`src/sv/battery_switch_state_machine_top_defines.svh`:
```
// Assertion helpers shared by the RTL files.
`ifndef BATTERY_SWITCH_STATE_MACHINE_TOP_DEFINES_SVH
`define BATTERY_SWITCH_STATE_MACHINE_TOP_DEFINES_SVH

// Same-cycle implication, checked outside reset.
`define BSSM_ASSERT_NOW(label, ante, cons, msg) \
	label: assert property (@(posedge clk) disable iff (!arst_n) (ante) |-> (cons)) \
		else $error(msg);

// Next-cycle implication, checked outside reset.
`define BSSM_ASSERT_NEXT(label, ante, cons, msg) \
	label: assert property (@(posedge clk) disable iff (!arst_n) (ante) |=> (cons)) \
		else $error(msg);

`endif

```
`src/sv/bssm_pkg.sv`:
```
package bssm_pkg;

	localparam int FLAG_BITS = 32;
	localparam int FAULT_W = 32;
	localparam int CNT_W = 16;
	localparam int OCB_W = 5;
	localparam int IDX_W = 3;

	// Fault bits at or above FLAG_BITS are ignored.
	localparam logic [FAULT_W-1:0] FLAG_MASK = (FLAG_BITS >= FAULT_W) ? {FAULT_W{1'b1}} :
		FAULT_W'((64'd1 << FLAG_BITS) - 64'd1);

	typedef enum logic [1:0] {
		MODE_OFF    = 2'd0,
		MODE_CHG    = 2'd1,
		MODE_DIS    = 2'd2,
		MODE_NORMAL = 2'd3
	} bssm_mode_t;

	typedef enum logic [IDX_W-1:0] {
		REG_CHG_MASK  = 3'd0,
		REG_DIS_MASK  = 3'd1,
		REG_OC_BIT    = 3'd2,
		REG_PRE_TICKS = 3'd3,
		REG_HOLD_TICKS = 3'd4
	} bssm_reg_t;

	localparam logic [FAULT_W-1:0] RST_CHG_MASK = 32'hFFFF_FFFF;
	localparam logic [FAULT_W-1:0] RST_DIS_MASK = 32'hFFFF_FFFF;
	localparam logic [OCB_W-1:0] RST_OC_BIT = 5'd4;
	localparam logic [CNT_W-1:0] RST_PRE_TICKS = 16'd1000;
	localparam logic [CNT_W-1:0] RST_HOLD_TICKS = 16'd500;

	typedef struct packed {
		logic [FAULT_W-1:0] chg_mask;
		logic [FAULT_W-1:0] dis_mask;
		logic [OCB_W-1:0]   oc_bit;
		logic [CNT_W-1:0]   pre_ticks;
		logic [CNT_W-1:0]   hold_ticks;
	} bssm_cfg_t;

	typedef struct packed {
		logic [FAULT_W-1:0] fault_flags;
		logic               pack_full;
		logic               pack_empty;
		logic               charge_request;
		logic               discharge_request;
		logic               startup_hold;
	} bssm_tick_t;

	typedef struct packed {
		bssm_mode_t mode;
		logic       charge_fet;
		logic       discharge_fet;
		logic       precharge_fet;
		logic       sequencing;
		logic       may_charge;
		logic       may_discharge;
	} bssm_result_t;

endpackage

```
`src/sv/bssm_if.sv`:
```
interface bssm_tick_if;
	logic        valid;
	logic        ready;
	logic [31:0] fault_flags;
	logic        pack_full;
	logic        pack_empty;
	logic        charge_request;
	logic        discharge_request;
	logic        startup_hold;

	modport source (output valid, fault_flags, pack_full, pack_empty, charge_request,
		discharge_request, startup_hold, input ready);
	modport sink (input valid, fault_flags, pack_full, pack_empty, charge_request,
		discharge_request, startup_hold, output ready);
endinterface

interface bssm_result_if;
	logic       valid;
	logic       ready;
	logic [1:0] mode;
	logic       charge_fet;
	logic       discharge_fet;
	logic       precharge_fet;
	logic       sequencing;
	logic       may_charge;
	logic       may_discharge;

	modport source (output valid, mode, charge_fet, discharge_fet, precharge_fet, sequencing,
		may_charge, may_discharge, input ready);
	modport sink (input valid, mode, charge_fet, discharge_fet, precharge_fet, sequencing,
		may_charge, may_discharge, output ready);
endinterface

interface bssm_cfg_if;
	logic        valid;
	logic        ready;
	logic [2:0]  index;
	logic [31:0] data;

	modport source (output valid, index, data, input ready);
	modport sink (input valid, index, data, output ready);
endinterface

```
`src/sv/battery_switch_state_machine_top.sv`:
```
// Battery switch state machine: charge, discharge and precharge FET sequencing.
// tick:   one request per millisecond tick (fault word, full/empty marks,
//         charge/discharge requests, startup hold), valid/ready handshake.
// result: one result per tick (mode, FET commands, sequencing flag, and the
//         charge/discharge permissions seen on that tick).
// cfg:    register writes (index, data), always ready; write only while idle.
// Path: a request taken on the tick port passes the input stage and then the
// result register (two-register path) before it shows on the result port.
// Throughput: one request per clock while the receiver is ready; the mode, window
// and holdoff update is a single pass of logic from input stage to result register.
// Stall: while the receiver holds ready low the result register keeps its
// value, one more request waits in the input stage, then tick.ready drops.
// Reset (arst_n low): mode OFF, all FETs off, counters zero, registers at
// their defaults, both stages empty.
`include "battery_switch_state_machine_top_defines.svh"

module battery_switch_state_machine_top (
	input  logic          clk,
	input  logic          arst_n,
	bssm_tick_if.sink     tick,
	bssm_result_if.source result,
	bssm_cfg_if.sink      cfg
);
	import bssm_pkg::*;

	bssm_cfg_t    regs;
	bssm_tick_t   item_s1;
	logic         vld_s1;
	bssm_result_t core_res;
	bssm_result_t res_q;
	logic         res_vld_q;
	logic         step_fire;
	logic         accept;

	bssm_cfg u_cfg (
		.clk    (clk),
		.arst_n (arst_n),
		.cfg    (cfg),
		.regs   (regs)
	);

	bssm_core u_core (
		.clk    (clk),
		.arst_n (arst_n),
		.fire   (step_fire),
		.item   (item_s1),
		.regs   (regs),
		.res    (core_res)
	);

	assign step_fire = vld_s1 && (!res_vld_q || result.ready);
	assign tick.ready = !vld_s1 || step_fire;
	assign accept = tick.valid && tick.ready;

	always_ff @(posedge clk or negedge arst_n) begin
		if (!arst_n)
			vld_s1 <= 1'b0;
		else if (accept)
			vld_s1 <= 1'b1;
		else if (step_fire)
			vld_s1 <= 1'b0;
	end

	always_ff @(posedge clk) begin
		if (accept) begin
			item_s1.fault_flags       <= tick.fault_flags;
			item_s1.pack_full         <= tick.pack_full;
			item_s1.pack_empty        <= tick.pack_empty;
			item_s1.charge_request    <= tick.charge_request;
			item_s1.discharge_request <= tick.discharge_request;
			item_s1.startup_hold      <= tick.startup_hold;
		end
	end

	always_ff @(posedge clk or negedge arst_n) begin
		if (!arst_n)
			res_vld_q <= 1'b0;
		else if (step_fire)
			res_vld_q <= 1'b1;
		else if (result.ready)
			res_vld_q <= 1'b0;
	end

	always_ff @(posedge clk) begin
		if (step_fire)
			res_q <= core_res;
	end

	assign result.valid = res_vld_q;
	assign result.mode = res_q.mode;
	assign result.charge_fet = res_q.charge_fet;
	assign result.discharge_fet = res_q.discharge_fet;
	assign result.precharge_fet = res_q.precharge_fet;
	assign result.sequencing = res_q.sequencing;
	assign result.may_charge = res_q.may_charge;
	assign result.may_discharge = res_q.may_discharge;

	`BSSM_ASSERT_NEXT(a_accept_s1, accept, vld_s1, "accepted request lost at input stage")
	`BSSM_ASSERT_NEXT(a_fire_res, step_fire, res_vld_q, "stepped request gave no result")
	`BSSM_ASSERT_NEXT(a_s1_hold, vld_s1 && !step_fire, vld_s1 && $stable(item_s1),
		"waiting request changed in input stage")
endmodule

```
`src/sv/bssm_cfg.sv`:
```
module bssm_cfg (
	input  logic             clk,
	input  logic             arst_n,
	bssm_cfg_if.sink         cfg,
	output bssm_pkg::bssm_cfg_t regs
);
	import bssm_pkg::*;

	bssm_cfg_t regs_q;
	logic      wr;

	assign cfg.ready = 1'b1;
	assign wr = cfg.valid && cfg.ready;
	assign regs = regs_q;

	always_ff @(posedge clk or negedge arst_n) begin
		if (!arst_n) begin
			regs_q.chg_mask   <= RST_CHG_MASK;
			regs_q.dis_mask   <= RST_DIS_MASK;
			regs_q.oc_bit     <= RST_OC_BIT;
			regs_q.pre_ticks  <= RST_PRE_TICKS;
			regs_q.hold_ticks <= RST_HOLD_TICKS;
		end else if (wr) begin
			case (bssm_reg_t'(cfg.index))
				REG_CHG_MASK:   regs_q.chg_mask   <= cfg.data;
				REG_DIS_MASK:   regs_q.dis_mask   <= cfg.data;
				REG_OC_BIT:     regs_q.oc_bit     <= cfg.data[OCB_W-1:0];
				REG_PRE_TICKS:  regs_q.pre_ticks  <= cfg.data[CNT_W-1:0];
				REG_HOLD_TICKS: regs_q.hold_ticks <= cfg.data[CNT_W-1:0];
				default: ;
			endcase
		end
	end
endmodule

```
`src/sv/bssm_core.sv`:
```
`include "battery_switch_state_machine_top_defines.svh"

module bssm_core (
	input  logic                  clk,
	input  logic                  arst_n,
	input  logic                  fire,
	input  bssm_pkg::bssm_tick_t  item,
	input  bssm_pkg::bssm_cfg_t   regs,
	output bssm_pkg::bssm_result_t res
);
	import bssm_pkg::*;

	typedef struct packed {
		bssm_mode_t       mode;
		logic             dc;    // discharge FET commanded
		logic             cf;    // charge FET
		logic             pre;   // precharge FET
		logic             turn;  // running window turns discharge on
		logic [CNT_W-1:0] wc;
		logic [CNT_W-1:0] hold;
	} bssm_state_t;

	bssm_state_t st_q, nx;
	logic [FAULT_W-1:0] faults;
	logic may_chg, may_dis, oc;
	logic call_en, call_on;

	// Discharge path sequencing: turning on or off runs a precharge window, or switches at once when ticks is zero.
	function automatic bssm_state_t dpath(bssm_state_t s, logic on, logic [CNT_W-1:0] ticks);
		bssm_state_t r;
		r = s;
		if (on) begin
			if (!s.dc) begin
				r.pre = 1'b1;
				r.turn = 1'b1;
				r.wc = ticks;
				if (ticks == '0) begin
					r.pre = 1'b0;
					r.dc = 1'b1;
					r.turn = 1'b0;
				end
			end
		end else if (!s.dc) begin
			r.pre = 1'b0;
		end else begin
			r.pre = (ticks != '0);
			r.dc = 1'b0;
			r.turn = 1'b0;
			r.wc = ticks;
		end
		return r;
	endfunction

	assign faults = item.fault_flags & FLAG_MASK;
	assign may_chg = ((faults & regs.chg_mask) == '0) && !item.pack_full && item.charge_request;
	assign may_dis = ((faults & regs.dis_mask) == '0) && !item.pack_empty
		&& item.discharge_request;
	assign oc = faults[regs.oc_bit];

	always_comb begin : next_state
		nx = st_q;
		call_en = 1'b0;
		call_on = 1'b0;
		nx.hold = (st_q.hold != '0) ? st_q.hold - 1'b1 : st_q.hold;
		if (st_q.wc != '0) begin
			nx.wc = st_q.wc - 1'b1;
			if (nx.wc == '0) begin
				nx.pre = 1'b0;
				if (st_q.turn)
					nx.dc = 1'b1;
				nx.turn = 1'b0;
			end
		end else begin
			case (st_q.mode)
				MODE_OFF: begin
					if (!item.startup_hold) begin
						call_en = 1'b1;
						call_on = may_dis;
						nx.cf = may_chg;
						// charge takes priority over discharge
						if (may_chg)
							nx.mode = MODE_CHG;
						else if (may_dis)
							nx.mode = MODE_DIS;
					end
				end
				MODE_CHG: begin
					if (!may_chg) begin
						nx.cf = 1'b0;
						call_en = 1'b1;
						nx.mode = MODE_OFF;
					end else if (may_dis) begin
						call_en = 1'b1;
						call_on = 1'b1;
						nx.mode = MODE_NORMAL;
					end
				end
				MODE_DIS: begin
					if (oc)
						nx.hold = regs.hold_ticks;
					if (!may_dis) begin
						call_en = 1'b1;
						nx.cf = 1'b0;
						nx.mode = MODE_OFF;
					end else if (may_chg && nx.hold == '0) begin
						nx.cf = 1'b1;
						nx.mode = MODE_NORMAL;
					end
				end
				MODE_NORMAL: begin
					if (!may_dis) begin
						call_en = 1'b1;
						nx.mode = MODE_CHG;
					end else if (!may_chg) begin
						nx.cf = 1'b0;
						nx.mode = MODE_DIS;
					end else begin
						call_en = 1'b1;
						call_on = 1'b1;
						nx.cf = 1'b1;
					end
				end
				default: ;
			endcase
			if (call_en)
				nx = dpath(nx, call_on, regs.pre_ticks);
		end
	end

	always_comb begin : outputs
		res.mode = nx.mode;
		res.charge_fet = nx.cf;
		res.discharge_fet = nx.dc;
		res.precharge_fet = nx.pre;
		res.sequencing = (nx.wc != '0);
		res.may_charge = may_chg;
		res.may_discharge = may_dis;
	end

	always_ff @(posedge clk or negedge arst_n) begin
		if (!arst_n) begin
			st_q.mode <= MODE_OFF;
			st_q.dc   <= 1'b0;
			st_q.cf   <= 1'b0;
			st_q.pre  <= 1'b0;
			st_q.turn <= 1'b0;
			st_q.wc   <= '0;
			st_q.hold <= '0;
		end else if (fire) begin
			st_q <= nx;
		end
	end

	`BSSM_ASSERT_NOW(a_win_pre, st_q.wc != '0, st_q.pre, "window running without precharge FET")
	`BSSM_ASSERT_NOW(a_turn_dc, st_q.turn, !st_q.dc && st_q.wc != '0, "turn-on window state bad")
	`BSSM_ASSERT_NOW(a_cf_mode, 1'b1,
		st_q.cf == (st_q.mode == MODE_CHG || st_q.mode == MODE_NORMAL),
		"charge FET disagrees with mode")
	`BSSM_ASSERT_NEXT(a_win_hold, fire && st_q.wc > 16'd1,
		st_q.mode == $past(st_q.mode) && st_q.cf == $past(st_q.cf),
		"mode changed inside precharge window")
endmodule
```
`src/flat_wrapper.sv`:
```
// flat-port wrapper written by rule: the top's interface ports become plain ports
module battery_switch_state_machine_top_flat import bssm_pkg::*;
  (clk, arst_n, tick_valid, tick_fault_flags, tick_pack_full, tick_pack_empty, tick_charge_request, tick_discharge_request, tick_startup_hold, tick_ready, result_valid, result_mode, result_charge_fet, result_discharge_fet, result_precharge_fet, result_sequencing, result_may_charge, result_may_discharge, result_ready, cfg_valid, cfg_index, cfg_data, cfg_ready);
  bssm_tick_if tick_i ();
  bssm_result_if result_i ();
  bssm_cfg_if cfg_i ();
  input  logic clk;
  input  logic arst_n;
  input wire logic [$bits(tick_i.valid)-1:0] tick_valid;
  input wire logic [$bits(tick_i.fault_flags)-1:0] tick_fault_flags;
  input wire logic [$bits(tick_i.pack_full)-1:0] tick_pack_full;
  input wire logic [$bits(tick_i.pack_empty)-1:0] tick_pack_empty;
  input wire logic [$bits(tick_i.charge_request)-1:0] tick_charge_request;
  input wire logic [$bits(tick_i.discharge_request)-1:0] tick_discharge_request;
  input wire logic [$bits(tick_i.startup_hold)-1:0] tick_startup_hold;
  output wire logic [$bits(tick_i.ready)-1:0] tick_ready;
  output wire logic [$bits(result_i.valid)-1:0] result_valid;
  output wire logic [$bits(result_i.mode)-1:0] result_mode;
  output wire logic [$bits(result_i.charge_fet)-1:0] result_charge_fet;
  output wire logic [$bits(result_i.discharge_fet)-1:0] result_discharge_fet;
  output wire logic [$bits(result_i.precharge_fet)-1:0] result_precharge_fet;
  output wire logic [$bits(result_i.sequencing)-1:0] result_sequencing;
  output wire logic [$bits(result_i.may_charge)-1:0] result_may_charge;
  output wire logic [$bits(result_i.may_discharge)-1:0] result_may_discharge;
  input wire logic [$bits(result_i.ready)-1:0] result_ready;
  input wire logic [$bits(cfg_i.valid)-1:0] cfg_valid;
  input wire logic [$bits(cfg_i.index)-1:0] cfg_index;
  input wire logic [$bits(cfg_i.data)-1:0] cfg_data;
  output wire logic [$bits(cfg_i.ready)-1:0] cfg_ready;
  assign tick_i.valid = tick_valid;
  assign tick_i.fault_flags = tick_fault_flags;
  assign tick_i.pack_full = tick_pack_full;
  assign tick_i.pack_empty = tick_pack_empty;
  assign tick_i.charge_request = tick_charge_request;
  assign tick_i.discharge_request = tick_discharge_request;
  assign tick_i.startup_hold = tick_startup_hold;
  assign tick_ready = tick_i.ready;
  assign result_valid = result_i.valid;
  assign result_mode = result_i.mode;
  assign result_charge_fet = result_i.charge_fet;
  assign result_discharge_fet = result_i.discharge_fet;
  assign result_precharge_fet = result_i.precharge_fet;
  assign result_sequencing = result_i.sequencing;
  assign result_may_charge = result_i.may_charge;
  assign result_may_discharge = result_i.may_discharge;
  assign result_i.ready = result_ready;
  assign cfg_i.valid = cfg_valid;
  assign cfg_i.index = cfg_index;
  assign cfg_i.data = cfg_data;
  assign cfg_ready = cfg_i.ready;
  battery_switch_state_machine_top u_core (.clk(clk), .arst_n(arst_n), .tick(tick_i), .result(result_i), .cfg(cfg_i));
endmodule
```
`config.mk`:
```
export PLATFORM = sky130hd
export DESIGN_NAME = battery_switch_state_machine_top_flat
export DESIGN_NICKNAME = d
export VERILOG_FILES = /design/src/sv/bssm_pkg.sv /design/src/sv/bssm_if.sv /design/src/sv/battery_switch_state_machine_top.sv /design/src/sv/bssm_cfg.sv /design/src/sv/bssm_core.sv /design/src/flat_wrapper.sv
export VERILOG_INCLUDE_DIRS = /design/src /design/src/sv
export SDC_FILE = /design/constraint.sdc
export NUM_CORES = 1
export LEC_CHECK = 0
export ABC_CLOCK_PERIOD_IN_PS = 3500
export BUFFER_PORTS_ARGS = -buffer_cell sky130_fd_sc_hd__buf_2
export CAP_MARGIN = 15
export CORE_ASPECT_RATIO = 0.5
export CORE_MARGIN = 8
export CORE_UTILIZATION = 49
export DETAILED_ROUTE_END_ITERATION = 10
export GPL_TIMING_DRIVEN = 0
export PLACE_DENSITY_LB_ADDON = 0.1
export RECOVER_POWER = 100
export SYNTH_ARGS = -nofsm -noshare
export SYNTH_HDL_FRONTEND = slang
export SYNTH_SLANG_ARGS = --single-unit
```
`constraint.sdc`:
```
create_clock -name clk -period 3.5 [get_ports clk]
set_input_delay 0.175 -clock clk [delete_from_list [all_inputs] [get_ports clk]]
set_output_delay 0.175 -clock clk [all_outputs]
set_load 0.05 [all_outputs]
```
==> results of run 1 <==
[routing by layer]
| layer | vias up | GRT usage [%] | part of all wire [%] |
|---|---|---|---|
| li1 | 3375 | - | - |
| met1 | 3659 | 33.8 | 47 |
| met2 | 261 | 35.5 | 45 |
| met3 | 26 | 6.21 | 7.3 |
| met4 | 0 | 7.00 | 1.2 |
| met5 | - | 0 | 0 |
[worst min-delay path by stage]
stage	endpoint	start	slack, ns	cells past startpoint
global placement	u_core.item_s1[25]	tick_fault_flags[20]	0.35	1
detailed placement	u_core.u_core.st_q[28]	arst_n	0.13	1
floorplan	u_core.result.valid	arst_n	-0.12	0
global route	u_core.u_cfg.regs[21]	cfg_data[5]	0.04	2
finish	u_core.u_cfg.regs[77]	cfg_data[8]	0.05	2
CTS	u_core.u_cfg.regs[24]	cfg_data[8]	0.03	2
[repair_timing]
| action | CTS | global route |
|---|---|---|
| gates resized for setup | 3 | 6 |
| buffers inserted | 0 | 5 |
| hold endpoints to repair | 108 | 0 |
| endpoints found under the setup margin | 1 | 12 |
| pin swaps | 0 | 3 |
| hold buffers | 56 | 0 |
[cell type report]
class / instances / area [um^2] / share of cell area (%)
buffer: 42 / 218 / 1.93
timing repair buffer: 148 / 1020 / 9.04
clock buffer: 20 / 447 / 3.96
inverter: 17 / 63.8 / 0.566
sequential: 186 / 4980 / 44.1
tap: 259 / 324 / 2.87
clock inverter: 12 / 108 / 0.954
multi-input combinational: 556 / 4130 / 36.6
[power groups by stage]
| stage | logic [mW] | registers, mW | clock network, mW |
|---|---|---|---|
| after floorplan | 1.34 | 3.15 | 0 |
| after global routing | 2.09 | 3.36 | 1.98 |
| after detailed placement | 1.81 | 3.30 | 0 |
| after CTS | 1.87 | 3.27 | 1.89 |
| final | 1.89 | 3.30 | 1.86 |
| after global placement | 1.77 | 3.30 | 0 |
[Yosys cell counts (10+ instances only)]
| library cell | number | area share [%] |
|---|---|---|
| a21oi_1 | 48 | 2.6 |
| a22oi_1 | 28 | 2.2 |
| a31oi_1 | 10 | 0.67 |
| clkbuf_1 | 24 | 0.96 |
| dfrtp_1 | 64 | 17 |
| dfstp_2 | 77 | 22 |
| edfxtp_1 | 45 | 14 |
| inv_1 | 17 | 0.68 |
| mux2_2 | 105 | 13 |
| nand2_1 | 44 | 1.8 |
| nand3_1 | 22 | 1.2 |
| nand4_1 | 18 | 1.2 |
| nor2_1 | 52 | 2.1 |
| nor3_1 | 27 | 1.4 |
| nor4_1 | 11 | 0.73 |
| o21ai_0 | 37 | 2.0 |
| o31ai_1 | 12 | 0.96 |
[flip-flops by register name, summed over array words and instances, names as in the netlist]
register,cells
u_core.u_cfg.regs,101
u_core.u_core.st_q,38
u_core.item_s1,37
u_core.result.mode,2
u_core.result.charge_fet,1
u_core.result.discharge_fet,1
u_core.result.may_charge,1
u_core.result.may_discharge,1
u_core.result.precharge_fet,1
u_core.result.sequencing,1
u_core.result.valid,1
u_core.vld_s1,1
[through the flow]
stage | setup TNS, ns | std cells | power (mW) | hold slack (ns) | setup slack (ns)
6_report | 0 | 1240 | 7.06 | 0.0487 | 0.152
5_1_grt | -0.00227 | 1240 | 7.43 | 0.0385 | -0.00227
4_1_cts | 0 | 1236 | 7.03 | 0.0299 | 0.0131
3_5_place_dp | -0.0980 | 1148 | 5.11 | 0.132 | -0.0980
3_3_place_gp | -0.0883 | 1147 | 5.07 | 0.352 | -0.0883
2_1_floorplan | 0 | 802 | 4.49 | -0.121 | 0.565
[cell families (layout without fill, tap and decap cells)]
kind of cell             after synthesis  in the layout  share of synthesized area (%)
AND/OR/NAND/NOR                      235            235                           13.5
flip-flops                           186            186                           53.1
AO/OA/AOI/OAI                        184            184                           13.0
multiplexers                         120            120                           15.5
buffers and inverters                 60            239                           3.15
XOR/XNOR                              12             12                           1.12
adder cells (fa/ha/maj)                4              4                          0.534
other                                  1              1                         0.0400
==> impl_metrics.yaml, run 1 <==
critical_path:
  path_delay_family: "simple AND/OR/NAND/NOR gates"
  startpoint: "u_core.u_core.st_q[16]"
  r2r_end: "u_core.result.sequencing"
  crit_buf_inv: 1
  timing.rr.start: "u_core.u_core.st_q[16]"
  crit_chain: "inv_1 > ha_1 > nor3b_4 > nand2_1 > nor3_1 > mux2i_2 > nand3_1 > or4_1 > mux2i_1 > o211ai_1"
  regToRegSetupSlack_ns: 0.15
  cp_num_cells: 10
  crit_path_end_kind: "flop"
  critPathCapture: "u_core.result.sequencing"
  cp_slowest_cell: "or4_1"
  required_ns: 3.66
  worstPathArrival_ns: 3.51
  cp_max_fo: 9
  critical_path.max_stage_delay_ns: 0.52
  criticalPathCategory: "flop to flop"
  rr_worst_depth: 10
  start_kind: "flop"
yosys:
  syn_nets: 883
  syn_avg_cell_area_um2: 11.7
  ys_ff_latch: 186
  synth_edf_count: 45
  syn-cell-area_mm2: 0.00936
  ys_seq_area_share_pct: 53.1
  netlist_instances: 802
  synth_warnings: 0
  async_reset_ff_share_pct: 75.8
  synth_ff_type: "dfstp_2"
  synth.distinct_cells: 80
cells_and_area:
  area_growth_syn_to_layout_pct: 20.5
  post-route-util_pct: 60.8
  fillCellCount: 1567
  diodes: 0
  final_cell_mix: "mux2_2 (102), dfstp_2 (77), buf_2 (76)"
  fin_nets: 1049
  fin_area_mm2: 0.0113
  final_layout_size_suffix_gt1_share_pct: 33.5
  layout.cells.most_common: "mux2_2"
floorplan:
  dieArea_mm2: 0.0241
  core_area_mm2: 0.0186
  fp.dieW_um: 212
  initial_core_util_pct: 50.4
  fp-row-count: 35
  die_height_um: 114
  io_pins: 88
drt:
  wl_per_cell_um: 22.6
  drt.antenna.violating_nets: 0
  dr_total_vias: 7321
  firstDrtPassIters: 5
  via_per_inst: 5.90
  drt_wl_total_um: 28100
  drt_iter0_drc: 762
  drc_errors: 0
timing:
  max_freq_mhz: 299
  drv_slew: 77
  fin_crit_sh_pct: 95.7
  setup_viol: 0
  tightestPinTransition_ns: 2.47
  finalCriticalPeriod_ns: 3.35
  clock_skew_ns: 0.0223
  hold_violations: 0
  slew_headroom_pct: -65.0
status:
  failed_checks: "max-capacitance violations, max-slew violations"
  status: "complete, but fails checks"
clock_tree:
  cts_buffers: 17
  cts_tree: "yes"
  clock_path_buffers: 2
  clockRootBuffer: "clkbuf_16"
  clk_latency_ns: 0.45
  clock_sinks: 186
  htree_num_levels: 4
  clkTransAtPathRegs_ns: 0.07
flow_run:
  maxCapViolCount: 2
power_and_ir_drop:
  powerDensity_mw_per_mm2: 625
  internal_power_mw: 4.63
  swShare_pct: 34.4
  power.leakage_nw: 4.47
  p_comb_share_pct: 26.9
  p_switching_mw: 2.42
  peakVddDrop_v: 0.000368
  p_seq_share_pct: 46.8
  p_clk_share_pct: 26.4
worst_hold_path:
  holdCritPathClass: "input pin to flop"
placement:
  dp_hpwl_um: 19700
  gp_congestion: 0.926
  placed_cell_area_mm2: 0.0102
  port_buffers: 86
global_routing:
  grt_pass1_wl_um: 43700
  overflow: 0
  grt_pass1_vias: 7408
  antenna_found_initial: 0
  grt_max_degree: 105
  grt_usage_pct: 23.8
Note: power is estimated with default switching activity, not from simulation.
==> run 2, diff against run 1 <==
- CORE_ASPECT_RATIO: 0.5 -> 1.25
==> run 2 against run 1 <==
Total power grew 1.3%. Global-route usage shrank 0.61 points. Sequential cell count is the same. Critical path type unchanged. The run still ends with max-capacitance violations, max-slew violations left.
==> impl_metrics.yaml, run 2 (same netlist as run 1, synthesis figures left out) <==
timing:
  clock_skew_ns: 0.0172
  rsz0062_at_grt: "no"
  fin_crit_sh_pct: 97.9
  worst_slack_ns: 0.0752
  max_freq_mhz: 292
  hold_violations: 0
  setup_viol: 0
  drv_slew: 103
  tightestPinTransition_ns: 2.61
  slew_headroom_pct: -73.8
  finalCriticalPeriod_ns: 3.42
drt:
  dr_total_vias: 7362
  drt.antenna.violating_nets: 0
  drt_iter0_drc: 538
  drc_errors: 0
  drt_wl_total_um: 27300
  via_per_inst: 6.08
  firstDrtPassIters: 5
  wl_per_cell_um: 22.5
cells_and_area:
  fin_area_mm2: 0.0113
  area_growth_syn_to_layout_pct: 20.5
  stdcell_count: 1211
  fin_nets: 1046
  layout.cells.most_common: "mux2_2"
  final_layout_size_suffix_gt1_share_pct: 33.9
  final_cell_mix: "mux2_2 (104), buf_2 (79), dfstp_2 (76)"
  fillCellCount: 1530
  largest_reg_flops: 101
critical_path:
  required_ns: 3.83
  start_kind: "flop"
  cp_slowest_cell: "nor3_1"
  crit_path_end_kind: "flop"
  worstPathArrival_ns: 3.75
  crit_chain: "inv_1 > ha_1 > nor3b_4 > clkbuf_1 > nand4_1 > nor3_1 > o21ai_0 > a21oi_1 > mux2_2"
  criticalPathCategory: "flop to flop"
  crit_buf_inv: 2
  path_delay_family: "simple AND/OR/NAND/NOR gates"
  cp_max_fo: 9
  critical_path.max_stage_delay_ns: 0.56
clock_tree:
  cts_tree: "yes"
  clkTransAtPathRegs_ns: 0.08
  clock_sinks: 186
  cts_buffers: 17
  clock_path_buffers: 2
  htree_num_levels: 4
  clockRootBuffer: "clkbuf_16"
  clk_latency_ns: 0.44
status:
  status: "complete, but fails checks"
  failed_checks: "max-capacitance violations, max-slew violations"
global_routing:
  grt_pass1_wl_um: 42400
  grt_usage_pct: 23.2
  grt_pass1_vias: 7576
  antenna_found_initial: 1
  grt_max_degree: 79
  overflow: 0
placement:
  port_buffers: 86
  dp_hpwl_um: 20100
  gp_congestion: 0.920
  post-place-cells: 1121
  post-place-ws_ns: -0.119
  placed_cell_area_mm2: 0.0101
power_and_ir_drop:
  powerDensity_mw_per_mm2: 634
  peakVddDrop_v: 0.000377
  power.leakage_nw: 4.48
floorplan:
  fp.dieW_um: 140
  initial_core_util_pct: 49.9
  die_height_um: 171
  fp-row-count: 56
  io_pins: 88
  core_area_mm2: 0.0188
  dieArea_mm2: 0.0238
worst_hold_path:
  holdCritPathClass: "input pin to flop"
flow_run:
  maxCapViolCount: 2
-- run 2: cell types whose count changed in the layout (fill, tap and decap cells not counted), moves of 2 or more --
cell        change
clkinv_8        +4
buf_2           +3
buf_4           -3
nor3_2          +3
clkbuf_1        -2
clkinv_2        -2
clkinvlp_4      -2
inv_12          +2
mux2_1          -2
mux2_2          +2
nor3_4          -2
-- run 2: power breakdown --
group	internal [mW]	switching, mW	total [mW]
sequential	2.83	0.448	3.28
combinational	0.841	1.04	1.88
clock	1.00	0.991	1.99
total	4.67	2.48	7.15
-- run 2: worst paths after layout --
check                                       start                     end  slack [ns]  cells past startpoint
max                        u_core.u_core.st_q[16]  u_core.u_core.st_q[32]        0.08                      9
min                                  result_ready     u_core.result.valid        0.04                      3
max reg2reg                u_core.u_core.st_q[16]  u_core.u_core.st_q[32]        0.08                      9
min reg2reg                         u_core.vld_s1     u_core.result.valid        0.51                      1
max in group asynchronous                  arst_n  u_core.u_core.st_q[34]        0.85                      3
min in group asynchronous                  arst_n  u_core.u_core.st_q[20]        0.68                      2
-- run 2: routing by layer --
| layer | track usage (%) | vias up | wire (um) |
|---|---|---|---|
| met2 | 42.6 | 277 | 14300 |
| met4 | 11.4 | 0 | 954 |
| li1 | - | 3358 | - |
| met3 | 4.57 | 64 | 1430 |
| met1 | 25.4 | 3663 | 10600 |
| met5 | 0 | - | 0 |
-- run 2: stage by stage --
step	power, mW	hold WS, ns	utilization [%]	TNS, ns
2_1_floorplan	4.49	-0.121	-	0
3_3_place_gp	5.04	0.352	53.7	-0.0718
3_5_place_dp	5.10	0.201	53.9	-0.119
4_1_cts	7.17	0.0234	60.2	0
5_1_grt	7.49	0.0525	60.1	0
6_report	7.15	0.0360	60.1	0
-- run 2: final cells by class --
class                   instances  area, um^2  share of cell area (%)
diodes                          1        2.50                  0.0222
clock buffers                  18         439                    3.89
inverters                      17        63.8                   0.566
clock inverters                14         183                    1.62
flip-flops and latches        186        4980                    44.1
multi-input cells             556        4120                    36.5
plain buffers                  42         216                    1.92
well taps                     232         290                    2.57
repair buffers                145         988                    8.76
-- run 2: timing repair --
item | 4_1_cts | 5_1_grt
endpoints found under the setup margin | 1 | 8
pin swaps | 1 | 0
hold buffers | 55 | 0
setup buffers | 1 | 1
hold endpoints to repair | 89 | 0
gates resized for setup | 2 | 6
-- run 2: worst register-to-register path: stages, from the launching register on --
cell	delay [ns]
dfrtp_1	0.49
inv_1	0.15
ha_1	0.34
nor3b_4	0.37
clkbuf_1	0.18
nand4_1	0.15
nor3_1	0.56
o21ai_0	0.44
a21oi_1	0.29
mux2_2	0.36
==> run 3, diff against run 2 <==
- CORE_ASPECT_RATIO: 1.25 -> unset
==> run 3 against run 2 <==
The flow still finishes with violations (max-capacitance violations, max-slew violations). Clock power hardly changed. Critical endpoint is now u_core.result.sequencing. Final area is 0.19% lower. Largest cell class unchanged. Global-route usage is 0.14 points lower. Die area is 0.11% lower. Clock skew is 0.00061 ns lower. Sequential cell count stayed put. Core utilization is 0.12 points higher. Combinational power hardly changed. Register-to-register slack better by 0.03 ns.
==> impl_metrics.yaml, run 3 (same netlist as run 1, synthesis figures left out) <==
timing:
  finalCriticalPeriod_ns: 3.40
  max_freq_mhz: 294
  setup-tns-final_ns: 0
  setup_viol: 0
  clock_skew_ns: 0.0166
  tightestPinTransition_ns: 2.64
  rsz0062_at_grt: "no"
  drv_slew: 108
  hold_violations: 0
  whs_ns: 0.0387
  fin_crit_sh_pct: 97.0
  slew_headroom_pct: -75.9
critical_path:
  path_delay_family: "simple AND/OR/NAND/NOR gates"
  regToRegSetupSlack_ns: 0.10
  crit_buf_inv: 3
  timing.rr.start: "u_core.item_s1[15]"
  cp_max_fo: 10
  required_ns: 3.65
  critical_path.max_stage_delay_ns: 0.48
  cp_slowest_cell: "edfxtp_1"
  crit_top_cell: "buf_2"
  rr_worst_depth: 11
  worstPathArrival_ns: 3.54
  criticalPathCategory: "flop to flop"
  crit_chain: "a22oi_1 > nand4_1 > nor3_2 > nand3_1 > inv_1 > o22ai_1 > or2_2 > buf_2 > buf_2 > mux2i_1 > o211ai_1"
  crit_path_end_kind: "flop"
  start_kind: "flop"
  r2r_end: "u_core.result.sequencing"
  cp_num_cells: 11
global_routing:
  grt_pass1_wl_um: 42800
  grt_pass1_vias: 7639
  antenna_found_initial: 0
  overflow: 0
  grt_usage_pct: 23.1
  grt_max_degree: 74
drt:
  drc_errors: 0
  firstDrtPassIters: 5
  drt_iter0_drc: 662
  dr_total_vias: 7438
  via_per_inst: 6.13
  wl_per_cell_um: 22.3
  drt_wl_total_um: 27100
  drt.antenna.violating_nets: 0
cells_and_area:
  post-route-util_pct: 60.2
  final_layout_size_suffix_gt1_share_pct: 33.9
  multi_input_area_mm2: 0.00411
  fin_nets: 1048
  layout.cells.most_common: "mux2_2"
  diodes: 0
  seqCellArea_mm2: 0.00498
  largest_reg_flops: 101
  final_cell_mix: "mux2_2 (102), buf_2 (78), dfstp_2 (77)"
  area_growth_syn_to_layout_pct: 20.3
  fillCellCount: 1515
worst_hold_path:
  holdCritPathClass: "input pin to flop"
  hp-start: "result_ready"
  whs_path_depth: 3
  min_to: "u_core.result.valid"
clock_tree:
  clock_sinks: 186
  cts_buffers: 17
  htree_num_levels: 4
  cts_tree: "yes"
  clock_path_buffers: 2
  clkTransAtPathRegs_ns: 0.08
  clk_latency_ns: 0.44
  clockRootBuffer: "clkbuf_16"
floorplan:
  core_area_mm2: 0.0187
  dieArea_mm2: 0.0238
  fp.dieW_um: 154
  die_height_um: 154
  fp-row-count: 50
  io_pins: 88
  initial_core_util_pct: 50.1
power_and_ir_drop:
  power.leakage_nw: 4.47
  peakVddDrop_v: 0.000341
  powerDensity_mw_per_mm2: 632
  p_total_mw: 7.12
status:
  failed_checks: "max-capacitance violations, max-slew violations"
  status: "complete, but fails checks"
placement:
  port_buffers: 86
  dp_hpwl_um: 19500
  gp_congestion: 0.934
flow_run:
  maxCapViolCount: 2
## run 3: changes by cell type in the layout (fill, tap and decap cells not counted), sizes merged
cell      delta
buf          +1
clkbuf       +1
bufinv       +1
diode        -1
clkinvlp     +2
clkinv       -3
## run 3: where the power goes
group	leakage, nW	total [mW]	internal [mW]	switching, mW
Combinational	2.16	1.86	0.844	1.02
Sequential	2.03	3.28	2.83	0.448
Clock	0.290	1.97	1.03	0.943
Total	4.47	7.12	4.71	2.41
## run 3: cell type report
cell class / count / area share [%]
plain buffers: 43 / 1.97
clock inverters: 14 / 1.54
flip-flops and latches: 186 / 44.2
multi-input cells: 556 / 36.5
well taps: 234 / 2.60
clock buffers: 18 / 3.81
inverters: 17 / 0.567
repair buffers: 146 / 8.87
## run 3: worst reg2reg max path, cell delays in order (launching register included)
cell      delay [ns]
edfxtp_1        0.48
a22oi_1         0.34
nand4_1         0.21
nor3_2          0.40
nand3_1         0.25
inv_1           0.22
o22ai_1         0.16
or2_2           0.29
buf_2           0.19
buf_2           0.23
mux2i_1         0.17
o211ai_1        0.15
## run 3: worst max path at each step
stage / end / startpoint / slack [ns]
2_1_floorplan: u_core.result.sequencing / u_core.u_core.st_q[16] / 0.57
3_3_place_gp: u_core.result.sequencing / u_core.u_core.st_q[16] / -0.10
3_5_place_dp: u_core.result.sequencing / u_core.u_core.st_q[16] / -0.15
4_1_cts: u_core.result.sequencing / u_core.u_core.st_q[16] / 0.01
5_1_grt: u_core.u_core.st_q[1] / u_core.u_core.st_q[16] / 0.001
6_report: u_core.result.sequencing / u_core.item_s1[15] / 0.10
## run 3: routing by layer
layer  up-vias  track usage, %  routed length, um
li1       3372               -                  -
met1      3693            28.1              11200
met2       314            39.7              13600
met3        59            4.65               1520
met4         0            9.10                803
met5         -               0                  0
## run 3: metrics by stage
step                      worst slack, ns  instance area (um^2)  instances
after floorplan                     0.565                  9360        802
after global placement             -0.100                 10100       1122
after detailed placement           -0.153                 10100       1123
after CTS                          0.0110                 11300       1210
after global routing              0.00128                 11300       1214
final                               0.104                 11300       1214
## run 3: timing repair
item,4_1_cts,5_1_grt
resized for setup,3,6
setup endpoints to repair,1,3
hold buffers,55,0
pin swaps,0,2
setup buffers,0,4
endpoints found under the hold margin,92,0
